File: src/hw/rtl/voxel_face_culler_defines.svh
// ----------------------------------------------------------------------------
// Voxel face culler assertion macros
// Shared concurrent assertion forms, clocked on clk and disabled in reset.
// ----------------------------------------------------------------------------
`ifndef VOXEL_FACE_CULLER_DEFINES_SVH
`define VOXEL_FACE_CULLER_DEFINES_SVH

// Consequent must hold in the same cycle as the antecedent.
`define VFC_ASSERT_NOW(name, ante, cons, msg) \
  name: assert property (@(posedge clk) disable iff (!rst_n) (ante) |-> (cons)) \
    else $error(msg);

// Consequent must hold in the cycle after the antecedent.
`define VFC_ASSERT_NEXT(name, ante, cons, msg) \
  name: assert property (@(posedge clk) disable iff (!rst_n) (ante) |=> (cons)) \
    else $error(msg);

`endif

File: src/hw/rtl/vfc_ram.sv
// ----------------------------------------------------------------------------
// vfc_ram
// Generic single-port synchronous RAM, read-first, with registered read data.
// ----------------------------------------------------------------------------
`default_nettype none

module vfc_ram #(
  parameter int WIDTH = 8,
  parameter int DEPTH = 256
) (
  input  wire logic                     clk,
  input  wire logic                     we,
  input  wire logic [$clog2(DEPTH)-1:0] addr,
  input  wire logic [WIDTH-1:0]         wdata,
  output logic      [WIDTH-1:0]         rdata
);

  logic [WIDTH-1:0] mem_r [DEPTH];

  always_ff @(posedge clk) begin
    if (we) begin
      mem_r[addr] <= wdata;
    end
    rdata <= mem_r[addr];
  end

endmodule

`default_nettype wire

File: config.mk
export PLATFORM = sky130hd
export DESIGN_NAME = vfc_ram
export DESIGN_NICKNAME = d
export VERILOG_FILES = /design/src/hw/rtl/voxel_face_culler_defines.svh /design/src/hw/rtl/vfc_ram.sv
export SDC_FILE = /design/constraint.sdc
export NUM_CORES = 2
export LEC_CHECK = 0
export BUFFER_PORTS_ARGS = -buffer_cell sky130_fd_sc_hd__buf_4
export CORE_ASPECT_RATIO = 2
export CORE_MARGIN = 2
export CORE_UTILIZATION = 63
export DETAILED_ROUTE_END_ITERATION = 12
export PLACE_DENSITY = 0.79
export SLEW_MARGIN = 20
export SYNTH_ARGS = -nofsm -noshare
export SYNTH_HDL_FRONTEND = slang
export SYNTH_SLANG_ARGS = --single-unit
export TNS_END_PERCENT = 20
File: constraint.sdc
create_clock -name clk -period 3.4 [get_ports clk]
set_clock_uncertainty 0.2 [all_clocks]
set_input_delay 0.17 -clock clk [delete_from_list [all_inputs] [get_ports clk]]
set_output_delay 0.17 -clock clk [all_outputs]
set_load 0.02 [all_outputs]
* After elaboration in Yosys (flattened, before gate mapping)
Memories as Yosys holds them, arrays and structs flattened. A register that Yosys moved wholly into a read port is not among the register bits.
Index checks and enable logic that the tools add are counted.
** Cells by class
- Add/sub/neg operators :: 0
- $mul :: 0
- Divide/modulo/power cells :: 0
- $lt $le $gt $ge :: 0
- Equality and inequality tests :: 0
- Shifts and indexed selects :: 0
- Mux-type cells :: 2
- Bitwise operators :: 0
- Reductions and logical operators :: 0
** Operators with widths (count)
- 1-bit two-way mux :: 2
** Word-level totals
- Register bits :: 0
- Bits in latches :: 0
- Bits in writable memories :: 2048
- Memory bits (read-only) :: 0
- Input bits :: 18
- Output and inout port bits :: 8
- Memories :: 1
** Memories
- mem_r :: words 256, bits a word 8, read ports 1, clocked after Yosys merged registers in 1, wr ports 1, RTL line vfc_ram.sv:18 : logic [WIDTH-1:0] mem_r [DEPTH];

* Logic depth before layout (Yosys ltp)
- Depth after elaboration :: 2
- Depth in mapped cells :: 10

* Least setup slack after synthesis
OpenSTA, ideal clock, no wires.
- Path kind :: input to register
- From :: input port addr[1]
- To :: memory mem_r[111][0] (enable)
- Arrival time :: 2.019 ns
- Required time :: 2.830 ns
- Path slack :: 0.811 ns
- Cell stages on the path :: 9
- Buffers on the path :: 5
- Cell sequence :: buf_2 clkbuf_1 clkbuf_1 nand2_1 buf_2 nor2_1 nand2_1 clkbuf_1 nor2_1
** RTL lines
- from (decl) :: RTL line vfc_ram.sv:13 : input wire logic [$clog2(DEPTH)-1:0] addr,
- to (decl) :: RTL line vfc_ram.sv:18
Straight into the memory's write port.

==> results by group <==
Timing
  • RSZ-0062 raised after global routing: no
  • Fmax: 0.316 GHz
  • Total negative setup slack: 0 ns
  • Minimum clock period: 3.17 ns
  • Worst-margin pin slew: 0.950 ns
  • Final setup violation count: 0
  • Final hold viol count: 0
  • Slew Limit Headroom: 35.8%
  • Period Utilization, post-route: 93.2%
  • Slew Limit Fails: 0

Global route
  • Vias in the first global route: 41600
  • Initial antenna violation count: 10
  • Grt met3 use: 6.71%
  • All-Layer GR Usage: 32.2%
  • Grt peak-use layer: met2
  • Total grt overflow: 0
  • GRT met2 Usage: 52.2%
  • First-pass GRT wire length: 288000 um
  • M1 GR Usage: 41.2%
  • Pin count of the biggest net entering global routing: 137

Power
  • Leakage: 28.1 nW
  • Gate power share: 5.1%
  • Power Density: 561 mW/mm^2
  • Internal power of the cells: 39.7 mW
  • Sequential share of power: 55.7%
  • Power Total: 50.2 mW
  • Switching power of the nets: 10.5 mW
  • Maximum vdd ir drop: 617 uV
  • Clock power frac: 39.3%
  • Sw Share: 20.8%

Detailed routing
  • Routed len/inst: 34.4 um
  • Drt first pass iters: 7
  • DRT antenna net count: 0
  • Via count: 40600
  • 1st-iter DRT viols: 6224
  • Vias/cell: 7.03
  • Post-Route WL: 199000 um
  • DRC violation count after routing: 0

Clock network
  • CTS clk-pin slew, worst paths: 0.07 ns
  • CTS tree: built
  • Maximum clock path buffer count: 3
  • Total CTS buffers: 163
  • Root buffer cell: clkbuf_16
  • Post-CTS setup buffer count: 0
  • H-tree depth: 4
  • Cts repair resizes: 0
  • Clock Sinks: 2056
  • Worst skew pair latency: 0.82 ns

Yosys
  • Mapped Nets: 3565
  • Seq/Total Area, Yosys: 78.6%
  • Mapped Avg Cell Area: 22.1 um^2
  • Synthesis-stage register bit count: 2056
  • Syn Std Cell Area: 0.0785 mm^2
  • Cells after synthesis: 3547
  • Async set-reset flop share out of synthesis: 0%
  • Synthesis Warnings: 0
  • Post-synth EDFFs: 2048
  • Distinct cell type count after synthesis: 22
  • Top FF cell, synth: edfxtp_1

Finish
  • Finished Core Util: 72.2%
  • Fillers: 6574
  • Nets: 3997
  • Share of cells above drive strength 1: 30.5%
  • Area Overhead vs Synth: 14.0%
  • Final Non-Filler Cells: 5783
  • Seq. cell area: 0.0617 mm^2
  • Area taken by multi-input logic gates: 0.0158 mm^2
  • Final Instance Area: 0.0895 mm^2

Critical path
  • Worst Setup End Kind: flop
  • Worst EP arrival: 3.66 ns
  • Setup slack, reg-to-reg: 0.23 ns
  • CP Class: flop to flop
  • CP max FO: 1
  • Required time of the worst setup path: 3.89 ns
  • Critical Path Start Type: flop

Floorplanning
  • Die ar.: 0.128 mm^2
  • Number of I/O pins: 26
  • Die height: 503 um
  • CORE AREA: 0.124 mm^2
  • Die width: 254 um
  • Starting Density: 63.4%
  • Std-Cell Rows: 183

Run status
  • Status: complete, no violations

Place
  • Placed inst area: 0.0838 mm^2
  • Post-placement cell count: 5465
  • Port bufs: 25
  • DP Wirelength: 116000 um
  • Gp weighted congestion: 0.880

Job
  • Max-Cap Viols: 0

Min path
  • Worst Hold Class: input pin to flop
==> synthesized netlist by cell type, types with 2 or more instances <==
cell type / count / share of area [%]
mux4_2: 512 / 15
nand4_1: 8 / 0.064
a22oi_1: 256 / 2.4
nor3_1: 30 / 0.19
nor2_1: 232 / 1.1
o41ai_1: 32 / 0.36
and2_1: 3 / 0.024
buf_2: 36 / 0.23
buf_4: 16 / 0.15
a21oi_1: 128 / 0.82
buf_1: 19 / 0.091
or2_2: 2 / 0.016
nand3_1: 13 / 0.083
clkbuf_1: 145 / 0.69
nand2b_1: 6 / 0.048
buf_6: 16 / 0.23
nor2b_1: 7 / 0.056
dfxtp_1: 8 / 0.20
nand2_1: 28 / 0.13
edfxtp_1: 2048 / 78
==> logic make-up (layout without fill, tap and decap cells) <==
group / after synthesis / in the layout / synth area share (%)
AOI/OAI and AO/OA: 416 / 416 / 3.62
buffers and inverters: 233 / 800 / 1.40
DFF: 2056 / 2056 / 78.6
muxes: 512 / 512 / 14.7
other: 0 / 4 / 0
and+or+nand+nor: 330 / 330 / 1.73
==> cell type report <==
type	count	area share (%)
tap	1665	2.33
antenna	4	0.0112
sequential	2056	68.9
clock buffer	188	4.77
multi-input combinational	1258	17.6
clock inverter	112	1.37
timing repair buffer	499	4.94
inverter	1	0.00420
==> per-layer routing <==
metal | wire length (um) | vias up | part of all wire [%]
met3 | 22400 | 684 | 11
met1 | 64300 | 20800 | 32
met5 | 80 | - | 0.040
met4 | 13000 | 12 | 6.5
li1 | - | 15900 | -
met2 | 99400 | 3267 | 50
==> power by group through the flow <==
stage	clock (mW)	sequential [mW]	combinational [mW]
after detailed placement	0	28.5	2.45
after CTS	19.8	27.9	2.50
after global routing	20.6	27.9	2.62
after global placement	0	28.5	2.38
after floorplan	0	28.5	1.24
final	19.7	27.9	2.54
==> critical path, stage by stage, from the launching register on <==
cell and delay [ns]:
edfxtp_1 0.37, mux4_2 0.52, a22oi_1 0.38, a21oi_1 0.20, o41ai_1 0.43, buf_4 0.23, nand4_1 0.11, dlygate4sd3_1 0.61
==> flip-flops by register name, summed over array words and instances (netlist names) <==
register,count
rdata,8
mem_r,2048
==> worst paths after layout <==
check | start | cells past startpoint | endpoint
max | mem_r[126][4] | 7 | rdata[4]
min | addr[5] | 5 | mem_r[83][6]
max reg2reg | mem_r[126][4] | 7 | rdata[4]
min reg2reg | mem_r[50][0] | 5 | rdata[0]
==> metrics by stage <==
stage | setup WS [ns] | hold slack, ns
floorplan | 0.811 | 0.0689
global route | 0.188 | 0.0630
global placement | -0.261 | 0.419
CTS | 0.420 | 0.00421
detailed placement | -0.234 | 0.441
finish | 0.231 | 0.0493
==> cells in the final DEF (no fill, tap or decap), types with 2 or more instances in the layout <==
cell | Yosys | routed
o41ai_2 | 0 | 2
mux4_2 | 512 | 512
nor2b_4 | 0 | 2
clkinv_2 | 0 | 34
bufinv_16 | 0 | 24
clkinvlp_4 | 0 | 7
inv_6 | 0 | 9
and2_1 | 3 | 2
or2_2 | 2 | 2
diode_2 | 0 | 4
clkbuf_8 | 0 | 9
clkbuf_1 | 145 | 20
nand4_1 | 8 | 8
dfxtp_1 | 8 | 8
a21oi_1 | 128 | 128
nor3_1 | 30 | 30
a22oi_1 | 256 | 256
nand2_1 | 28 | 27
nand3_1 | 13 | 13
nor2b_1 | 7 | 5
nor2_1 | 232 | 231
clkinv_4 | 0 | 2
buf_12 | 0 | 46
nand2b_1 | 6 | 5
dlygate4sd3_1 | 0 | 14
clkinv_1 | 0 | 33
buf_4 | 16 | 429
buf_8 | 0 | 2
edfxtp_1 | 2048 | 2048
o41ai_1 | 32 | 30
clkbuf_16 | 0 | 167
==> what timing repair did <==
item / 4_1_cts / 5_1_grt
endpoints found under the setup margin: 0 / 0
hold buffers: 14 / 0
endpoints found under the hold margin: 848 / 0
No activity file was read; power rests on OpenSTA's default activity.
