==> config.mk <==
export PLATFORM = sky130hd
export DESIGN_NAME = vfc_ctrl
export DESIGN_NICKNAME = d
export VERILOG_FILES = /design/src/hw/rtl/vfc_pkg.sv /design/src/hw/rtl/vfc_ctrl.sv
export VERILOG_INCLUDE_DIRS = /design/src /design/src/hw/rtl
export SDC_FILE = /design/constraint.sdc
export NUM_CORES = 1
export LEC_CHECK = 0
export BUFFER_PORTS_ARGS = -buffer_cell sky130_fd_sc_hd__clkbuf_2
export CAP_MARGIN = 20
export CORE_MARGIN = 2
export CORE_UTILIZATION = 29
export CTS_CLUSTER_SIZE = 10
export DETAILED_ROUTE_END_ITERATION = 12
export HOLD_SLACK_MARGIN = 0.03
export PLACE_DENSITY = 0.56
export SYNTH_ARGS = -nofsm -noshare
export SYNTH_HDL_FRONTEND = slang
export SYNTH_SLANG_ARGS = --single-unit
==> constraint.sdc <==
create_clock -name clk -period 2.5 [get_ports clk]
set_input_delay 0 -clock clk [delete_from_list [all_inputs] [get_ports clk]]
set_output_delay 0 -clock clk [all_outputs]
set_load 0.1 [all_outputs]
==> src/hw/rtl/voxel_face_culler_defines.svh <==
// ----------------------------------------------------------------------------
// Voxel face culler assertion macros
// Shared concurrent assertion forms, clocked on clk and disabled in reset.
// ----------------------------------------------------------------------------
`ifndef VOXEL_FACE_CULLER_DEFINES_SVH
`define VOXEL_FACE_CULLER_DEFINES_SVH

// Consequent must hold in the same cycle as the antecedent.
`define VFC_ASSERT_NOW(name, ante, cons, msg) \
  name: assert property (@(posedge clk) disable iff (!rst_n) (ante) |-> (cons)) \
    else $error(msg);

// Consequent must hold in the cycle after the antecedent.
`define VFC_ASSERT_NEXT(name, ante, cons, msg) \
  name: assert property (@(posedge clk) disable iff (!rst_n) (ante) |=> (cons)) \
    else $error(msg);

`endif

==> src/hw/rtl/vfc_pkg.sv <==
// ----------------------------------------------------------------------------
// vfc_pkg
// Types, grid constants and the texture table of the voxel face culler.
// ----------------------------------------------------------------------------
`default_nettype none

package vfc_pkg;

  localparam int SIDE      = 32;
  localparam int HEIGHT    = 64;
  localparam int DEPTH     = SIDE * SIDE * HEIGHT;
  localparam int ADDR_W    = $clog2(DEPTH);

  localparam int X_W       = 5;
  localparam int Y_W       = 6;
  localparam int Z_W       = 5;
  localparam int KIND_W    = 8;
  localparam int TEX_W     = 4;
  localparam int FACE_W    = 3;
  localparam int NUM_FACES = 6;
  localparam int NUM_KINDS = 10;
  localparam int KIND_IDX_W = $clog2(NUM_KINDS);
  localparam int STEP_W    = 3;

  localparam logic REQ_WRITE = 1'b0;
  localparam logic REQ_QUERY = 1'b1;

  localparam logic [FACE_W-1:0] FACE_FRONT  = 3'd0;
  localparam logic [FACE_W-1:0] FACE_RIGHT  = 3'd1;
  localparam logic [FACE_W-1:0] FACE_TOP    = 3'd2;
  localparam logic [FACE_W-1:0] FACE_LEFT   = 3'd3;
  localparam logic [FACE_W-1:0] FACE_BOTTOM = 3'd4;
  localparam logic [FACE_W-1:0] FACE_BACK   = 3'd5;

  localparam logic [TEX_W-1:0] TEX_TABLE [NUM_KINDS][NUM_FACES] = '{
    '{4'd0, 4'd0, 4'd0, 4'd0, 4'd0, 4'd0},
    '{4'd1, 4'd1, 4'd0, 4'd1, 4'd2, 4'd1},
    '{4'd3, 4'd3, 4'd3, 4'd3, 4'd3, 4'd3},
    '{4'd2, 4'd2, 4'd2, 4'd2, 4'd2, 4'd2},
    '{4'd4, 4'd4, 4'd4, 4'd4, 4'd4, 4'd4},
    '{4'd5, 4'd5, 4'd5, 4'd5, 4'd5, 4'd5},
    '{4'd6, 4'd6, 4'd6, 4'd6, 4'd6, 4'd6},
    '{4'd7, 4'd7, 4'd7, 4'd7, 4'd7, 4'd7},
    '{4'd8, 4'd8, 4'd8, 4'd8, 4'd8, 4'd8},
    '{4'd9, 4'd9, 4'd9, 4'd9, 4'd9, 4'd9}
  };

  typedef enum logic [1:0] {
    S_CLEAR,
    S_IDLE,
    S_READ,
    S_EMIT
  } vfc_state_t;

  typedef struct packed {
    logic              req_type;
    logic [X_W-1:0]    pos_x;
    logic [Y_W-1:0]    pos_y;
    logic [Z_W-1:0]    pos_z;
    logic [KIND_W-1:0] write_type;
  } vfc_in_t;

  typedef struct packed {
    logic              face_valid;
    logic [FACE_W-1:0] face_id;
    logic [X_W-1:0]    out_x;
    logic [Y_W-1:0]    out_y;
    logic [Z_W-1:0]    out_z;
    logic [KIND_W-1:0] block_kind;
    logic [TEX_W-1:0]  texture_layer;
    logic              last;
  } vfc_out_t;

  typedef struct packed {
    logic              we;
    logic [ADDR_W-1:0] addr;
    logic [KIND_W-1:0] wdata;
  } mem_req_t;

  // Unlisted block types use layer zero on every face.
  function automatic logic [TEX_W-1:0] texture_of(input logic [KIND_W-1:0] kind,
                                                  input logic [FACE_W-1:0] face);
    if (kind >= KIND_W'(NUM_KINDS) || face >= FACE_W'(NUM_FACES)) begin
      return '0;
    end
    return TEX_TABLE[kind[KIND_IDX_W-1:0]][face];
  endfunction

endpackage

`default_nettype wire

==> src/hw/rtl/vfc_ctrl.sv <==
// ----------------------------------------------------------------------------
// vfc_ctrl
// Sequencer: clearing pass, voxel writes, neighbour reads and face emission.
// ----------------------------------------------------------------------------
`default_nettype none

`include "voxel_face_culler_defines.svh"

module vfc_ctrl (
  input  wire logic                          clk,
  input  wire logic                          rst_n,
  input  wire logic                          start,
  input  wire vfc_pkg::vfc_in_t              in_item,
  output logic                               busy,
  input  wire logic                          cull_en,
  output vfc_pkg::mem_req_t                  mem_req,
  input  wire logic [vfc_pkg::KIND_W-1:0]    mem_rdata,
  output logic                               out_strobe,
  output vfc_pkg::vfc_out_t                  out_item
);

  vfc_pkg::vfc_state_t state_r, state_nxt;

  logic [vfc_pkg::STEP_W-1:0]    cnt_r, cnt_nxt;
  logic [vfc_pkg::X_W-1:0]       x_r, x_nxt;
  logic [vfc_pkg::Y_W-1:0]       y_r, y_nxt;
  logic [vfc_pkg::Z_W-1:0]       z_r, z_nxt;
  logic                          center_ok_r, center_ok_nxt;
  logic [vfc_pkg::KIND_W-1:0]    kind_r, kind_nxt;
  logic [vfc_pkg::NUM_FACES-1:0] mask_r, mask_nxt;
  logic [vfc_pkg::ADDR_W-1:0]    clr_addr_r, clr_addr_nxt;
  logic                          out_valid_r, out_valid_nxt;
  vfc_pkg::vfc_out_t             out_item_r, out_item_nxt;

  logic                          accept;
  logic                          in_ok;
  logic [vfc_pkg::NUM_FACES-1:0] nb_ok;
  logic [vfc_pkg::ADDR_W-1:0]    step_addr;
  logic [vfc_pkg::FACE_W-1:0]    data_face;
  logic [vfc_pkg::FACE_W-1:0]    sel;
  logic [vfc_pkg::NUM_FACES-1:0] mask_left;
  logic [vfc_pkg::KIND_W-1:0]    center_kind;

  function automatic logic [vfc_pkg::ADDR_W-1:0] cell_addr(
      input logic [vfc_pkg::X_W:0] x,
      input logic [vfc_pkg::Y_W:0] y,
      input logic [vfc_pkg::Z_W:0] z);
    return vfc_pkg::ADDR_W'(x) + vfc_pkg::ADDR_W'(vfc_pkg::SIDE) *
           (vfc_pkg::ADDR_W'(z) + vfc_pkg::ADDR_W'(vfc_pkg::SIDE) * vfc_pkg::ADDR_W'(y));
  endfunction

  assign accept = start && (state_r == vfc_pkg::S_IDLE);

  assign in_ok = (32'(in_item.pos_x) < vfc_pkg::SIDE) &&
                 (32'(in_item.pos_y) < vfc_pkg::HEIGHT) &&
                 (32'(in_item.pos_z) < vfc_pkg::SIDE);

  // The voxel itself is in the grid whenever these are used, so a step down
  // only leaves the grid at coordinate zero.
  assign nb_ok[vfc_pkg::FACE_FRONT]  = 32'(z_r) < vfc_pkg::SIDE - 1;
  assign nb_ok[vfc_pkg::FACE_RIGHT]  = 32'(x_r) < vfc_pkg::SIDE - 1;
  assign nb_ok[vfc_pkg::FACE_TOP]    = 32'(y_r) < vfc_pkg::HEIGHT - 1;
  assign nb_ok[vfc_pkg::FACE_LEFT]   = x_r != '0;
  assign nb_ok[vfc_pkg::FACE_BOTTOM] = y_r != '0;
  assign nb_ok[vfc_pkg::FACE_BACK]   = z_r != '0;

  // Read step zero is the voxel, steps one to six its neighbours in face order.
  always_comb begin
    logic [vfc_pkg::X_W:0] xw;
    logic [vfc_pkg::Y_W:0] yw;
    logic [vfc_pkg::Z_W:0] zw;
    xw = {1'b0, x_r};
    yw = {1'b0, y_r};
    zw = {1'b0, z_r};
    unique case (cnt_r)
      3'd1:    step_addr = cell_addr(xw, yw, zw + 1'b1);
      3'd2:    step_addr = cell_addr(xw + 1'b1, yw, zw);
      3'd3:    step_addr = cell_addr(xw, yw + 1'b1, zw);
      3'd4:    step_addr = cell_addr(xw - 1'b1, yw, zw);
      3'd5:    step_addr = cell_addr(xw, yw - 1'b1, zw);
      3'd6:    step_addr = cell_addr(xw, yw, zw - 1'b1);
      default: step_addr = cell_addr(xw, yw, zw);
    endcase
  end

  // Data returning at count k belongs to the read issued at count k-1.
  assign data_face   = vfc_pkg::FACE_W'(cnt_r - 3'd2);
  assign center_kind = center_ok_r ? mem_rdata : '0;

  always_comb begin
    sel = '0;
    for (int i = vfc_pkg::NUM_FACES - 1; i >= 0; i--) begin
      if (mask_r[i]) begin
        sel = vfc_pkg::FACE_W'(i);
      end
    end
  end

  assign mask_left = mask_r & ~(vfc_pkg::NUM_FACES'(1) << sel);

  // Next state.
  always_comb begin
    state_nxt = state_r;
    unique case (state_r)
      vfc_pkg::S_CLEAR: begin
        if (clr_addr_r == vfc_pkg::ADDR_W'(vfc_pkg::DEPTH - 1)) begin
          state_nxt = vfc_pkg::S_IDLE;
        end
      end
      vfc_pkg::S_IDLE: begin
        if (accept && in_item.req_type == vfc_pkg::REQ_QUERY) begin
          state_nxt = vfc_pkg::S_READ;
        end
      end
      vfc_pkg::S_READ: begin
        if (cnt_r == 3'd1 && (center_kind == '0 || !cull_en)) begin
          state_nxt = vfc_pkg::S_EMIT;
        end else if (cnt_r == 3'd7) begin
          state_nxt = vfc_pkg::S_EMIT;
        end
      end
      vfc_pkg::S_EMIT: begin
        if (mask_left == '0) begin
          state_nxt = vfc_pkg::S_IDLE;
        end
      end
      default: state_nxt = vfc_pkg::S_IDLE;
    endcase
  end

  // Memory port and handshake outputs.
  always_comb begin
    mem_req.we    = 1'b0;
    mem_req.addr  = step_addr;
    mem_req.wdata = in_item.write_type;
    busy          = 1'b1;
    unique case (state_r)
      vfc_pkg::S_CLEAR: begin
        mem_req.we    = 1'b1;
        mem_req.addr  = clr_addr_r;
        mem_req.wdata = '0;
      end
      vfc_pkg::S_IDLE: begin
        busy         = 1'b0;
        mem_req.we   = accept && in_item.req_type == vfc_pkg::REQ_WRITE && in_ok;
        mem_req.addr = cell_addr({1'b0, in_item.pos_x}, {1'b0, in_item.pos_y},
                                 {1'b0, in_item.pos_z});
      end
      vfc_pkg::S_READ, vfc_pkg::S_EMIT: begin
        mem_req.we = 1'b0;
      end
      default: busy = 1'b1;
    endcase
  end

  // Datapath registers.
  always_comb begin
    cnt_nxt       = cnt_r;
    x_nxt         = x_r;
    y_nxt         = y_r;
    z_nxt         = z_r;
    center_ok_nxt = center_ok_r;
    kind_nxt      = kind_r;
    mask_nxt      = mask_r;
    clr_addr_nxt  = clr_addr_r;
    out_valid_nxt = 1'b0;
    out_item_nxt  = out_item_r;
    unique case (state_r)
      vfc_pkg::S_CLEAR: begin
        clr_addr_nxt = clr_addr_r + 1'b1;
      end
      vfc_pkg::S_IDLE: begin
        if (accept) begin
          x_nxt         = in_item.pos_x;
          y_nxt         = in_item.pos_y;
          z_nxt         = in_item.pos_z;
          center_ok_nxt = in_ok;
          cnt_nxt       = '0;
          mask_nxt      = '0;
        end
      end
      vfc_pkg::S_READ: begin
        cnt_nxt = cnt_r + 1'b1;
        if (cnt_r == 3'd1) begin
          kind_nxt = center_kind;
          if (center_kind != '0 && !cull_en) begin
            mask_nxt = '1;
          end
        end else if (cnt_r >= 3'd2) begin
          mask_nxt = mask_r | (vfc_pkg::NUM_FACES'(nb_ok[data_face] && mem_rdata == '0)
                               << data_face);
        end
      end
      vfc_pkg::S_EMIT: begin
        out_valid_nxt              = 1'b1;
        out_item_nxt.face_valid    = mask_r != '0;
        out_item_nxt.face_id       = (mask_r != '0) ? sel : vfc_pkg::FACE_FRONT;
        out_item_nxt.out_x         = x_r;
        out_item_nxt.out_y         = y_r;
        out_item_nxt.out_z         = z_r;
        out_item_nxt.block_kind    = kind_r;
        out_item_nxt.texture_layer = (mask_r != '0) ? vfc_pkg::texture_of(kind_r, sel) : '0;
        out_item_nxt.last          = mask_left == '0;
        mask_nxt                   = mask_left;
      end
      default: out_valid_nxt = 1'b0;
    endcase
  end

  always_ff @(posedge clk) begin
    if (!rst_n) begin
      state_r     <= vfc_pkg::S_CLEAR;
      cnt_r       <= '0;
      mask_r      <= '0;
      clr_addr_r  <= '0;
      out_valid_r <= 1'b0;
    end else begin
      state_r     <= state_nxt;
      cnt_r       <= cnt_nxt;
      mask_r      <= mask_nxt;
      clr_addr_r  <= clr_addr_nxt;
      out_valid_r <= out_valid_nxt;
    end
  end

  always_ff @(posedge clk) begin
    x_r         <= x_nxt;
    y_r         <= y_nxt;
    z_r         <= z_nxt;
    center_ok_r <= center_ok_nxt;
    kind_r      <= kind_nxt;
    out_item_r  <= out_item_nxt;
  end

  assign out_strobe = out_valid_r;
  assign out_item   = out_item_r;

  `VFC_ASSERT_NEXT(a_last_closes_query, out_valid_r && out_item_r.last, !out_valid_r, "result follows last of a query")
  `VFC_ASSERT_NOW(a_no_write_in_query, state_r == vfc_pkg::S_READ || state_r == vfc_pkg::S_EMIT, !mem_req.we, "store written during a query")
  `VFC_ASSERT_NOW(a_empty_is_last, out_valid_r && !out_item_r.face_valid, out_item_r.last, "faceless result not marked last")
  `VFC_ASSERT_NEXT(a_one_face_per_cycle, state_r == vfc_pkg::S_EMIT && mask_r != '0, $countones(mask_r) == $countones($past(mask_r)) - 1, "face mask did not drop one face")

endmodule

`default_nettype wire

* Word-level counts from Yosys, hierarchy flattened
Memory sizes are Yosys's and may differ from the RTL's. Cells that the tools add are included.
Word-level totals: memory bits (read-only) 384, register bits 85, bits of input ports 37, output and inout port bits 60, word-level logic and storage cells 137, memories kept 1
Memory list:
- (no name shown) | depth 16, bits a word 24, rd ports 1, clocked after Yosys merged registers in 0, wr ports 0, RTL line vfc_pkg.sv:86 | return TEX_TABLE[kind[KIND_IDX_W-1:0]][face];
Operators by class: shift operators 2, eq/ne operators 18, add/subtract/negate cells 23, mux-type cells 36, bitwise operators 6, reductions and logical operators 25, magnitude comparators 9
Operator list (count):
- $add A5 B16 Y16 | 6
- $pmux W16 S6 | 1
- $mux W24 | 2
- $add A5 B11 Y11 | 4
- $add A6 B16 Y16 | 2
- $pmux W16 S2 | 1
- $mux W6 | 4
- $add A6 B11 Y11 | 2
- $mux W3 | 7
- $pmux W6 S3 | 1
- $add A16 B1 Y16 const B | 1
- $eq A16 B16 Y1 const B | 1
- $mux W4 | 4
- $add A5 B1 Y6 const B | 2
- $bmux W4 S3 | 1
- $eq A3 B3 Y1 const B | 4
- $reduce_bool A6 Y1 | 2
- $sub A5 B1 Y6 const B | 2
- $lt A5 B5 Y1 const B | 2
- $mux W2 | 5
- $reduce_bool A5 Y1 | 2
- $ne A3 B3 Y1 const B | 3
- $ge A8 B4 Y1 const B | 1
- $logic_not A8 Y1 | 1
- other kinds (41) | 58

* Logic depth before layout (Yosys ltp)
Gate-level depths: netlist (run 1).
word-level depth 12, depth in mapped cells 12, mapped depth without buffers 11

* Least setup slack after synthesis (run 1)
No wires, ideal clock.
path type register -> output, start point register x_r[1] (netlist name), end point output port mem_req[15] (netlist name), cell stages (with the launch flop) 9, required time 2.500 ns, setup slack -1.633 ns, arrival time 4.133 ns, path buffers 0, path through edfxtp_1 > or4_1 > nor2_1 > ha_1 > ha_1 > and3_1 > a21o_1 > a211oi_1 > o31ai_1
RTL lines:
- start, declared | RTL line vfc_ctrl.sv:25 | logic [vfc_pkg::X_W-1:0] x_r, x_nxt;
- start signal, assigned | RTL line vfc_ctrl.sv:227 | x_r <= x_nxt;
- end, declared | RTL line vfc_ctrl.sv:16 | output vfc_pkg::mem_req_t mem_req,

==> results.ini, run 1 <==
[final_layout]
multi_input_area_sq_mm = 0.00326
fillers = 1700
area_growth_pct = 49.0
final_common_cell = clkbuf_2
final_cell_mix = clkbuf_2, buf_4, edfxtp_1
num_antenna_cells = 0
regArea_sq_mm = 0.00228
fin_util_pct = 44.5
nets = 773
drive_gt1_share_pct = 37.5

[power_and_ir_drop]
p_switching_w = 0.000645
p_total_w = 0.00310
p_comb_share_pct = 4.8
power.density_mw_per_mm2 = 401
pwr-share-seq_pct = 48.2
ir_drop_uv = 294
swShare_pct = 20.8
power_frac_clock_pct = 47.1
p_int_w = 0.00246
p_leak_nw = 2.90

[routing]
wirelength_mm = 17.3
drt_iter0_drc = 451
ant_nets = 0
drc = 0
vias_per_cell = 5.34
drt-wirelength-per-cell_um = 18.4
first_pass_iters = 5
vias = 5001

[cts]
numCtsBuffers = 9
clk_path_buf_depth = 2
cts-root-buf = clkbuf_16
cts.sinks = 85
cts_tree = built
clk_pin_slew_ns = 0.06
insertion_delay_ns = 0.35
htreeDepth = 3

[floorplan]
core.rowCount = 48
die_h_um = 138
start_util_pct = 29.9
die_w_um = 138
dieArea_sq_mm = 0.0190
ios = 97
fp.coreArea_sq_mm = 0.0174

[placed_design]
place_hpwl_mm = 12.7
gp_congestion = 0.956
dp_slack_ns = -0.0933
io_buffers = 96

[timing]
maxSlewViolCount = 0
worst_slack_ns = -0.253
fmax_mhz = 363
rsz0062_at_grt = yes
fin_crit_ns = 2.75
whs_ns = 0.189
fin_tns_setup_ns = -1.78
hold_viol = 0
slew-limit-headroom_pct = 52.7
finalCritPeriodShare_pct = 110
clock_skew_ns = 0.00764
worst_pin_slew_ns = 0.704
setup_viol = 9

[hold_path]
hp-class = primary input to flip-flop

[logic_synthesis]
async_reset_ff_share_pct = 0
syn_area_per_cell_sq_um = 9.76
synth_area_sq_mm = 0.00520
synth_nets = 599
ys_ff_latch = 85
yosysWarnings = 0
ys.flop_type = edfxtp_1
ys_seq_area_share_pct = 43.7
syn-instance-count = 533
synth_cell_type_count = 73
synth_edf_count = 57

[setup_path]
path_max_fanout = 7
crit_arrival_ns = 2.75
cp-start-kind = flip-flop
end_kind = primary output
path_class = flip-flop to primary output
required_ns = 2.50

[global_route]
grt_pass1_wl_mm = 26.3
grt_pass1_vias = 4771
gr-total-overflow = 0
grt_max_degree = 35
grt_use_total_pct = 18.3
antenna_found_initial = 0

[job]
drv_cap = 0

[status]
failed_checks = negative setup slack
status = finished, violations left

-- stage by stage --
| stage | cell area [sq um] | cells |
|---|---|---|
| global route | 7750 | 937 |
| detailed placement | 6620 | 872 |
| finish | 7750 | 937 |
| CTS | 7430 | 921 |
| global placement | 6620 | 872 |
| floorplan | 5400 | 533 |
-- layer usage --
metal / global-route usage (%) / vias to the layer above / share of wire (%)
li1: - / 2377 / -
met1: 24.7 / 2420 / 44
met2: 28.7 / 170 / 47
met3: 3.36 / 34 / 6.1
met4: 7.60 / 0 / 2.8
met5: 0 / - / 0
-- area by class of cell --
type,instances,area share [%]
repair buffers,187,19.6
well taps,225,3.63
inverters,18,1.05
flip-flops and latches,85,29.4
multi-input cells,406,42.1
clock buffers,12,3.60
clock inverters,4,0.662
-- cell usage after synthesis, types with 6 or more instances --
library cell,number,share of area (%)
xor2_1,9,1.5
nand3b_1,6,0.87
and2_1,18,2.2
nor3_1,17,1.6
o21ai_0,29,2.8
a21oi_1,25,2.4
nand4_1,12,1.4
nor2_1,41,3.0
nand3_1,12,1.2
nor2b_1,19,2.3
clkbuf_1,17,1.2
mux2i_1,7,1.3
inv_1,18,1.3
dfxtp_1,28,11
nor4_1,8,0.96
ha_1,28,6.7
a22oi_1,14,2.0
a21boi_0,6,0.87
xnor2_1,13,2.2
nand2_1,40,2.9
edfxtp_1,57,33
-- power by group through the flow --
| stage | sequential, W | combinational, W | clock [W] |
|---|---|---|---|
| final | 0.00149 | 0.000148 | 0.00146 |
| after CTS | 0.00149 | 0.000148 | 0.00149 |
| after global routing | 0.00149 | 0.000158 | 0.00155 |
| after detailed placement | 0.00153 | 0.000118 | 0 |
| after floorplan | 0.00152 | 0.0000560 | 0 |
| after global placement | 0.00153 | 0.000115 | 0 |
-- final timing paths --
kind	from	endpoint	slack [ns]	cells past startpoint
setup reg to reg	state_r[0]	clr_addr_r[14]	0.27	8
hold / removal	start	state_r[0]	0.19	6
hold reg to reg	kind_r[7]	out_item[12]	0.46	0
setup / recovery	cnt_r[1]	mem_req[23]	-0.25	12
-- cells by family (layout without fill, tap and decap cells) --
| family | Yosys count | count (layout) | share of synthesized area [%] |
|---|---|---|---|
| buffers and inverters | 42 | 221 | 3.44 |
| and+or+nand+nor | 207 | 207 | 21.5 |
| DFF | 85 | 85 | 43.7 |
| muxes | 9 | 9 | 1.78 |
| xor gates and xnor gates | 22 | 22 | 3.70 |
| adders and majority gates | 29 | 29 | 7.12 |
| AOI/OAI and AO/OA | 139 | 139 | 18.7 |
-- registers in the layout, indices dropped and copies added (netlist names) --
register / flops
y_r: 6
x_r: 5
mask_r: 6
clr_addr_r: 16
kind_r: 8
out_item: 33
z_r: 5
cnt_r: 3
out_strobe: 1
state_r: 2
-- worst max-delay path, stage by stage, from the launching register on --
cell and delay [ns]:
dfxtp_4 0.37, inv_4 0.07, ha_4 0.17, inv_6 0.06
nor2_4 0.18, ha_1 0.31, o21ai_0 0.21, o21bai_1 0.09
a21oi_1 0.17, xnor2_1 0.15, o211ai_1 0.29, buf_4 0.18
buf_12 0.16
-- what timing repair did --
| action | 4_1_cts | 5_1_grt |
|---|---|---|
| cloned | 0 | 1 |
| endpoints found under the setup margin | 14 | 14 |
| hold buffers | 24 | 0 |
| pin swaps | 18 | 25 |
| endpoints found under the hold margin | 24 | 0 |
| setup buffers | 9 | 16 |
| gates resized for setup | 38 | 37 |
(Power assumes the default switching activity.)
==> run 2: changes to the inputs <==
--- a/config.mk
+++ b/config.mk
@@ -8,6 +8,7 @@
 export LEC_CHECK = 0
 export BUFFER_PORTS_ARGS = -buffer_cell sky130_fd_sc_hd__clkbuf_2
 export CAP_MARGIN = 20
+export CORE_ASPECT_RATIO = 0.75
 export CORE_MARGIN = 2
 export CORE_UTILIZATION = 29
 export CTS_CLUSTER_SIZE = 10
==> run 2 against run 1 <==
Effect of this change: the flow still finishes with violations (negative setup slack); clock skew up 0.0023 ns; register-to-register slack improved by 0.05 ns; first-iteration DRC count increased by 10%; design area fell by 1.1%; count of clock-buffer cells in the layout down 3; clock power shrank 14%; fmax up 2.0%; sequential power about the same; utilization down 0.94 points; sequential share of layout area rose by 0.35 points; global-route usage grew 0.68 points; hold slack improved by 0.0055 ns; largest power group unchanged.
==> results.ini, run 2 (synthesis results as in run 1) <==
[status]
status = finished, violations left
failed_checks = negative setup slack

[timing]
slew-limit-headroom_pct = 57.4  ; +4.7 points
hold_viol = 0  ; unchanged
setup_viol = 11  ; +2
clock_skew_ns = 0.00995  ; +0.00231 ns
whs_ns = 0.194  ; +0.00554 ns
finalCritPeriodShare_pct = 108  ; -2.2 points
fmax_mhz = 370  ; +2.0%
worst_pin_slew_ns = 0.634  ; -0.0700 ns
worst_slack_ns = -0.199  ; +0.0542 ns
rsz0062_at_grt = yes
fin_crit_ns = 2.70  ; -0.0542 ns
maxSlewViolCount = 0  ; unchanged

[final_layout]
fillers = 1718  ; +1.1%
multi_input_area_sq_mm = 0.00322  ; -1.2%
drive_gt1_share_pct = 38.1  ; +0.56 points
largest_reg_flops = 33  ; unchanged
final_common_cell = clkbuf_2
area_growth_pct = 47.4
final_cell_mix = clkbuf_2, buf_4, edfxtp_1
regArea_sq_mm = 0.00228  ; +0.11%
num_antenna_cells = 0  ; unchanged
nets = 773  ; unchanged
fin_util_pct = 43.6  ; -0.94 points
finalInstanceArea_sq_mm = 0.00767  ; -1.1%

[cts]
htreeDepth = 3  ; unchanged
cts.sinks = 85  ; unchanged
cts_tree = built
numCtsBuffers = 9  ; unchanged
clk_pin_slew_ns = 0.07  ; about the same
clk_path_buf_depth = 2  ; unchanged
cts-root-buf = clkbuf_16
insertion_delay_ns = 0.35  ; about the same

[job]
drv_cap = 0  ; unchanged

[power_and_ir_drop]
p_int_w = 0.00224  ; -9.1%
pwr-share-seq_pct = 51.5  ; +3.3 points
power_frac_clock_pct = 43.4  ; -3.7 points
p_leak_nw = 2.85  ; -1.6%
swShare_pct = 22.9  ; +2.1 points
p_comb_share_pct = 5.1  ; +0.3 points
p_switching_w = 0.000663  ; +2.8%
ir_drop_uv = 276  ; -6.0%
power.density_mw_per_mm2 = 378  ; -5.6%

[global_route]
grt_use_total_pct = 19.0  ; +0.68 points
grt_pass1_wl_mm = 27.5  ; +4.3%
gr-total-overflow = 0  ; unchanged
grt_max_degree = 32  ; -8.6%
antenna_found_initial = 0  ; unchanged
grt_pass1_vias = 4816  ; +0.94%

[setup_path]
worstSetupEndpoint = mem_req[22]
slowest_stage = or4_4
reg2reg_slack_ns = 0.32  ; +0.05 ns
startpoint = x_r[0]
slowest_delay_ns = 0.56  ; +0.19 ns
crit_chain = or4_4 -> nor2_4 -> ha_4 -> buf_4 -> nand3_4 -> nor3_2 -> xor2_1 -> a22oi_1 -> a22oi_2 -> buf_12
crit_arrival_ns = 2.70  ; -0.05 ns
cp-start-kind = flip-flop
r2r_start = cnt_r[2]
path_class = flip-flop to primary output
cp.buffers_inverters = 2  ; -2
critical_path.top_delay_family = simple AND/OR/NAND/NOR gates
reg2reg_depth = 7  ; -1
end_kind = primary output
rr_endpoint = mask_r[2]
cp.depth = 10  ; -2
required_ns = 2.50  ; about the same
path_max_fanout = 4  ; -3

[routing]
drc = 0  ; unchanged
ant_nets = 0  ; unchanged
vias_per_cell = 5.25  ; -1.5%
wirelength_mm = 17.5  ; +1.6%
drt_iter0_drc = 498  ; +10%
drt-wirelength-per-cell_um = 18.4  ; -0.23%
vias = 5013  ; +0.24%
first_pass_iters = 5  ; unchanged

[floorplan]
start_util_pct = 29.6  ; -0.32 points
fp.coreArea_sq_mm = 0.0176  ; +1.1%
die_h_um = 120  ; -13%
die_w_um = 159  ; +15%
dieArea_sq_mm = 0.0190  ; about the same
core.rowCount = 42  ; -13%
ios = 97  ; unchanged

[placed_design]
placed_area_sq_mm = 0.00670  ; +1.2%
place_hpwl_mm = 13.2  ; +4.1%
dp_slack_ns = -0.0821  ; +0.0112 ns
io_buffers = 96  ; unchanged
gp_congestion = 1.01  ; +5.5%

[hold_path]
hp-class = primary input to flip-flop

[run 2: cell count changes in the layout (fill, tap and decap cells not counted), sizes merged]
cell and delta:
inv +1, buf +1, clkinvlp +3, clkbuf -4
bufinv -1
[run 2: area by class of cell]
class                   count  share of cell area (%)
well taps                 242                    3.95
flip-flops and latches     85                    29.8
repair buffers            187                    19.6
clock inverters             7                   0.653
clock buffers               9                    2.94
multi-input cells         406                    42.0
inverters                  18                    1.06
[run 2: worst min path at each step]
stage / endpoint / startpoint / slack [ns] / cells after the start
6_report: state_r[1] / start / 0.19 / 6
5_1_grt: state_r[1] / in_item[24] / 0.24 / 6
4_1_cts: state_r[0] / in_item[24] / 0.19 / 6
3_5_place_dp: kind_r[5] / mem_rdata[5] / 0.20 / 1
3_3_place_gp: kind_r[5] / mem_rdata[5] / 0.20 / 1
2_1_floorplan: kind_r[0] / mem_rdata[0] / 0.1 / 0
[run 2: metal layers]
| layer | vias to the layer above | share of wire [%] | GRT usage (%) |
|---|---|---|---|
| li1 | 2375 | - | - |
| met1 | 2432 | 50 | 29.4 |
| met2 | 189 | 41 | 26.1 |
| met3 | 17 | 7.5 | 4.48 |
| met4 | 0 | 1.6 | 4.79 |
| met5 | - | 0 | 0 |
[run 2: per-stage QoR]
step / setup TNS [ns] / std cells / power [W]
3_5_place_dp: -0.282 / 895 / 0.00164
2_1_floorplan: -2.18 / 533 / 0.00158
3_3_place_gp: -0.207 / 895 / 0.00164
6_report: -1.49 / 954 / 0.00290
5_1_grt: -2.48 / 954 / 0.00299
4_1_cts: -1.67 / 949 / 0.00293
[run 2: timing repair]
item                       in CTS  in global routing
hold endpoints to repair       24                  0
hold buffers                   24                  0
setup buffers                  16                  5
setup endpoints to repair      14                 14
gates resized for setup        51                 19
pin swaps                      33                 15
[run 2: worst reg2reg max path: cells and delay by family (launching register included)]
family,cells,cell delay [ns]
flops,1,0.34
simple gates,1,0.37
buf+inv,2,0.32
compound gates,4,1.08
[run 2: power groups by stage]
stage	clock [W]	sequential (W)	combinational, W
after floorplan	0	0.00152	0.0000560
after global placement	0	0.00153	0.000115
after detailed placement	0	0.00153	0.000118
after CTS	0.00129	0.00149	0.000148
after global routing	0.00134	0.00149	0.000158
final	0.00126	0.00149	0.000148
==> run 3: changes to the inputs <==
--- a/config.mk
+++ b/config.mk
@@ -15,6 +15,7 @@
 export DETAILED_ROUTE_END_ITERATION = 12
 export HOLD_SLACK_MARGIN = 0.03
 export PLACE_DENSITY = 0.56
+export SETUP_SLACK_MARGIN = 0.05
 export SYNTH_ARGS = -nofsm -noshare
 export SYNTH_HDL_FRONTEND = slang
 export SYNTH_SLANG_ARGS = --single-unit
==> run 3 against run 2 <==
Effect of this change: sequential share of layout area fell by 0.94 points; utilization rose by 1.4 points; register-to-register slack improved by 0.06 ns; power rose by 6.1%; first-iteration DRC count fell by 17%; die area did not move; global-route usage rose by 0.74 points; the flow still finishes with violations (negative setup slack); sequential power barely moved; count of clock-buffer cells in the layout rose by 6; largest cell class unchanged; combinational power barely moved; critical path depth did not move; non-clock buffer count rose by 11; critical endpoint is now mem_req[18].
==> results.ini, run 3 (synthesis results as in run 1) <==
[job]
drv_cap = 0  ; unchanged

[routing]
vias = 5120  ; +2.1%
wl_met2_mm = 7.95  ; +10%
drt-wirelength-per-cell_um = 19.2  ; +4.3%
vias_per_cell = 5.31  ; +0.97%
wl_met1_mm = 8.65  ; -0.81%
route.met3.wl_mm = 1.49  ; +14%
first_pass_iters = 5  ; unchanged
drc = 0  ; unchanged
top_layer = met4
ant_nets = 0  ; unchanged
wirelength_mm = 18.5  ; +5.5%
drt_iter0_drc = 411  ; -17%

[timing]
worst_pin_slew_ns = 0.784  ; +0.150 ns
fin_crit_ns = 2.81  ; +0.111 ns
finalCritPeriodShare_pct = 112  ; +4.4 points
slew-limit-headroom_pct = 47.3  ; -10 points
maxSlewViolCount = 0  ; unchanged
hold_viol = 0  ; unchanged
rsz0062_at_grt = yes
clock_skew_ns = 0.00957  ; -0.000375 ns
worst_slack_ns = -0.310  ; -0.111 ns
whs_ns = 0.224  ; +0.0295 ns
fin_tns_setup_ns = -2.06  ; -0.566 ns
setup_viol = 11  ; unchanged
fmax_mhz = 356  ; -3.9%

[floorplan]
die_w_um = 159  ; unchanged
fp.coreArea_sq_mm = 0.0176  ; unchanged
core.rowCount = 42  ; unchanged
start_util_pct = 29.6  ; unchanged
ios = 97  ; unchanged
die_h_um = 120  ; unchanged
dieArea_sq_mm = 0.0190  ; unchanged

[global_route]
grt_use_total_pct = 19.7  ; +0.74 points
grt_pass1_vias = 4912  ; +2.0%
grt_pass1_wl_mm = 28.2  ; +2.7%
antenna_found_initial = 0  ; unchanged
gr-total-overflow = 0  ; unchanged
grt_max_degree = 32  ; unchanged

[setup_path]
slowest_stage = or4_4
crit_arrival_ns = 2.81  ; +0.11 ns
crit_top_cell = buf_4
cp-start-kind = flip-flop
crit_chain = or4_4 -> nor2_4 -> ha_4 -> buf_4 -> nand3_4 -> or3_1 -> a32oi_1 -> buf_4 -> o21ai_4 -> buf_12
end_kind = primary output
required_ns = 2.50  ; about the same
path_class = flip-flop to primary output
slowest_delay_ns = 0.58  ; +0.02 ns
path_max_fanout = 4  ; unchanged
reg2reg_slack_ns = 0.38  ; +0.06 ns

[cts]
cts-root-buf = clkbuf_16
cts_tree = built
numCtsBuffers = 9  ; unchanged
htreeDepth = 3  ; unchanged
cts.sinks = 85  ; unchanged
insertion_delay_ns = 0.35  ; about the same
clk_path_buf_depth = 2  ; unchanged
clk_pin_slew_ns = 0.06  ; about the same

[placed_design]
io_buffers = 96  ; unchanged
dp_slack_ns = -0.0342  ; +0.0478 ns
place_hpwl_mm = 13.6  ; +2.9%
gp_congestion = 0.959  ; -4.9%

[final_layout]
nets = 784  ; +1.4%
largest_reg_flops = 33  ; unchanged
num_antenna_cells = 0  ; unchanged
area_growth_pct = 52.0
drive_gt1_share_pct = 38.9  ; +0.80 points
final_cell_mix = clkbuf_2, buf_4, edfxtp_1
final_common_cell = clkbuf_2

[power_and_ir_drop]
ir_drop_uv = 230  ; -17%
pwr-share-seq_pct = 48.6  ; -2.9 points
p_int_w = 0.00242  ; +8.1%
p_leak_nw = 2.97  ; +4.2%
power_frac_clock_pct = 46.6  ; +3.2 points
p_total_w = 0.00308  ; +6.1%
swShare_pct = 21.4  ; -1.4 points
p_comb_share_pct = 4.8  ; -0.3 points
power.density_mw_per_mm2 = 389  ; +2.9%
p_switching_w = 0.000659  ; -0.61%

[status]
status = finished, violations left
failed_checks = negative setup slack

[hold_path]
hp-class = primary input to flip-flop

-- run 3: cell types whose count changed in the layout (fill, tap and decap cells not counted), sizes merged --
cell / before / now
buf: 83 / 94
clkbuf: 89 / 95
clkinv: 3 / 1
clkinvlp: 4 / 1
inv: 18 / 17
-- run 3: worst max-delay path, delay by kind of cell, from the launching register on --
kind | cells | cell delay [ns]
DFF | 1 | 0.38
and+or+nand+nor | 4 | 1.18
adders and majority gates | 1 | 0.13
AOI/OAI and AO/OA | 2 | 0.30
buffers and inverters | 3 | 0.47
-- run 3: path summary, 6_finish.rpt --
kind / start / to / cells past startpoint
hold / removal: start / state_r[0] / 6
hold reg to reg: kind_r[4] / out_item[9] / 0
setup reg to reg: state_r[1] / clr_addr_r[15] / 8
setup / recovery: x_r[2] / mem_req[18] / 10
-- run 3: layout make-up --
cell class	instances	area, sq um
Tap cell	242	303
Clock inverter	1	8.76
Multi-Input combinational cell	406	3310
Inverter	18	76.3
Fill cell	1651	9700
Clock buffer	15	310
Timing Repair Buffer	198	1620
Sequential cell	85	2280
-- run 3: per-layer routing --
| metal | vias up | track usage [%] |
|---|---|---|
| li1 | 2396 | - |
| met1 | 2469 | 29.4 |
| met2 | 230 | 28.7 |
| met3 | 25 | 3.50 |
| met4 | 0 | 6.08 |
| met5 | - | 0 |
-- run 3: power by group through the flow --
stage	combinational, W	sequential [W]	clock, W
after floorplan	0.0000564	0.00152	0
after global placement	0.000116	0.00153	0
after detailed placement	0.000118	0.00153	0
after CTS	0.000148	0.00149	0.00146
after global routing	0.000158	0.00149	0.00151
final	0.000147	0.00149	0.00143
-- run 3: what timing repair did --
action                     CTS  global route
gates resized for setup     42            29
hold endpoints to repair    24             0
pin swaps                   25            16
hold buffers                24             0
setup endpoints to repair   14            14
buffers inserted            16             7
-- run 3: metrics by stage --
| step | instance area [sq um] | util, % | instances |
|---|---|---|---|
| floorplan | 5470 | - | 533 |
| global placement | 6820 | 38.7 | 903 |
| detailed placement | 6820 | 38.7 | 903 |
| CTS | 7690 | 43.7 | 958 |
| global route | 7910 | 44.9 | 965 |
| finish | 7910 | 44.9 | 965 |
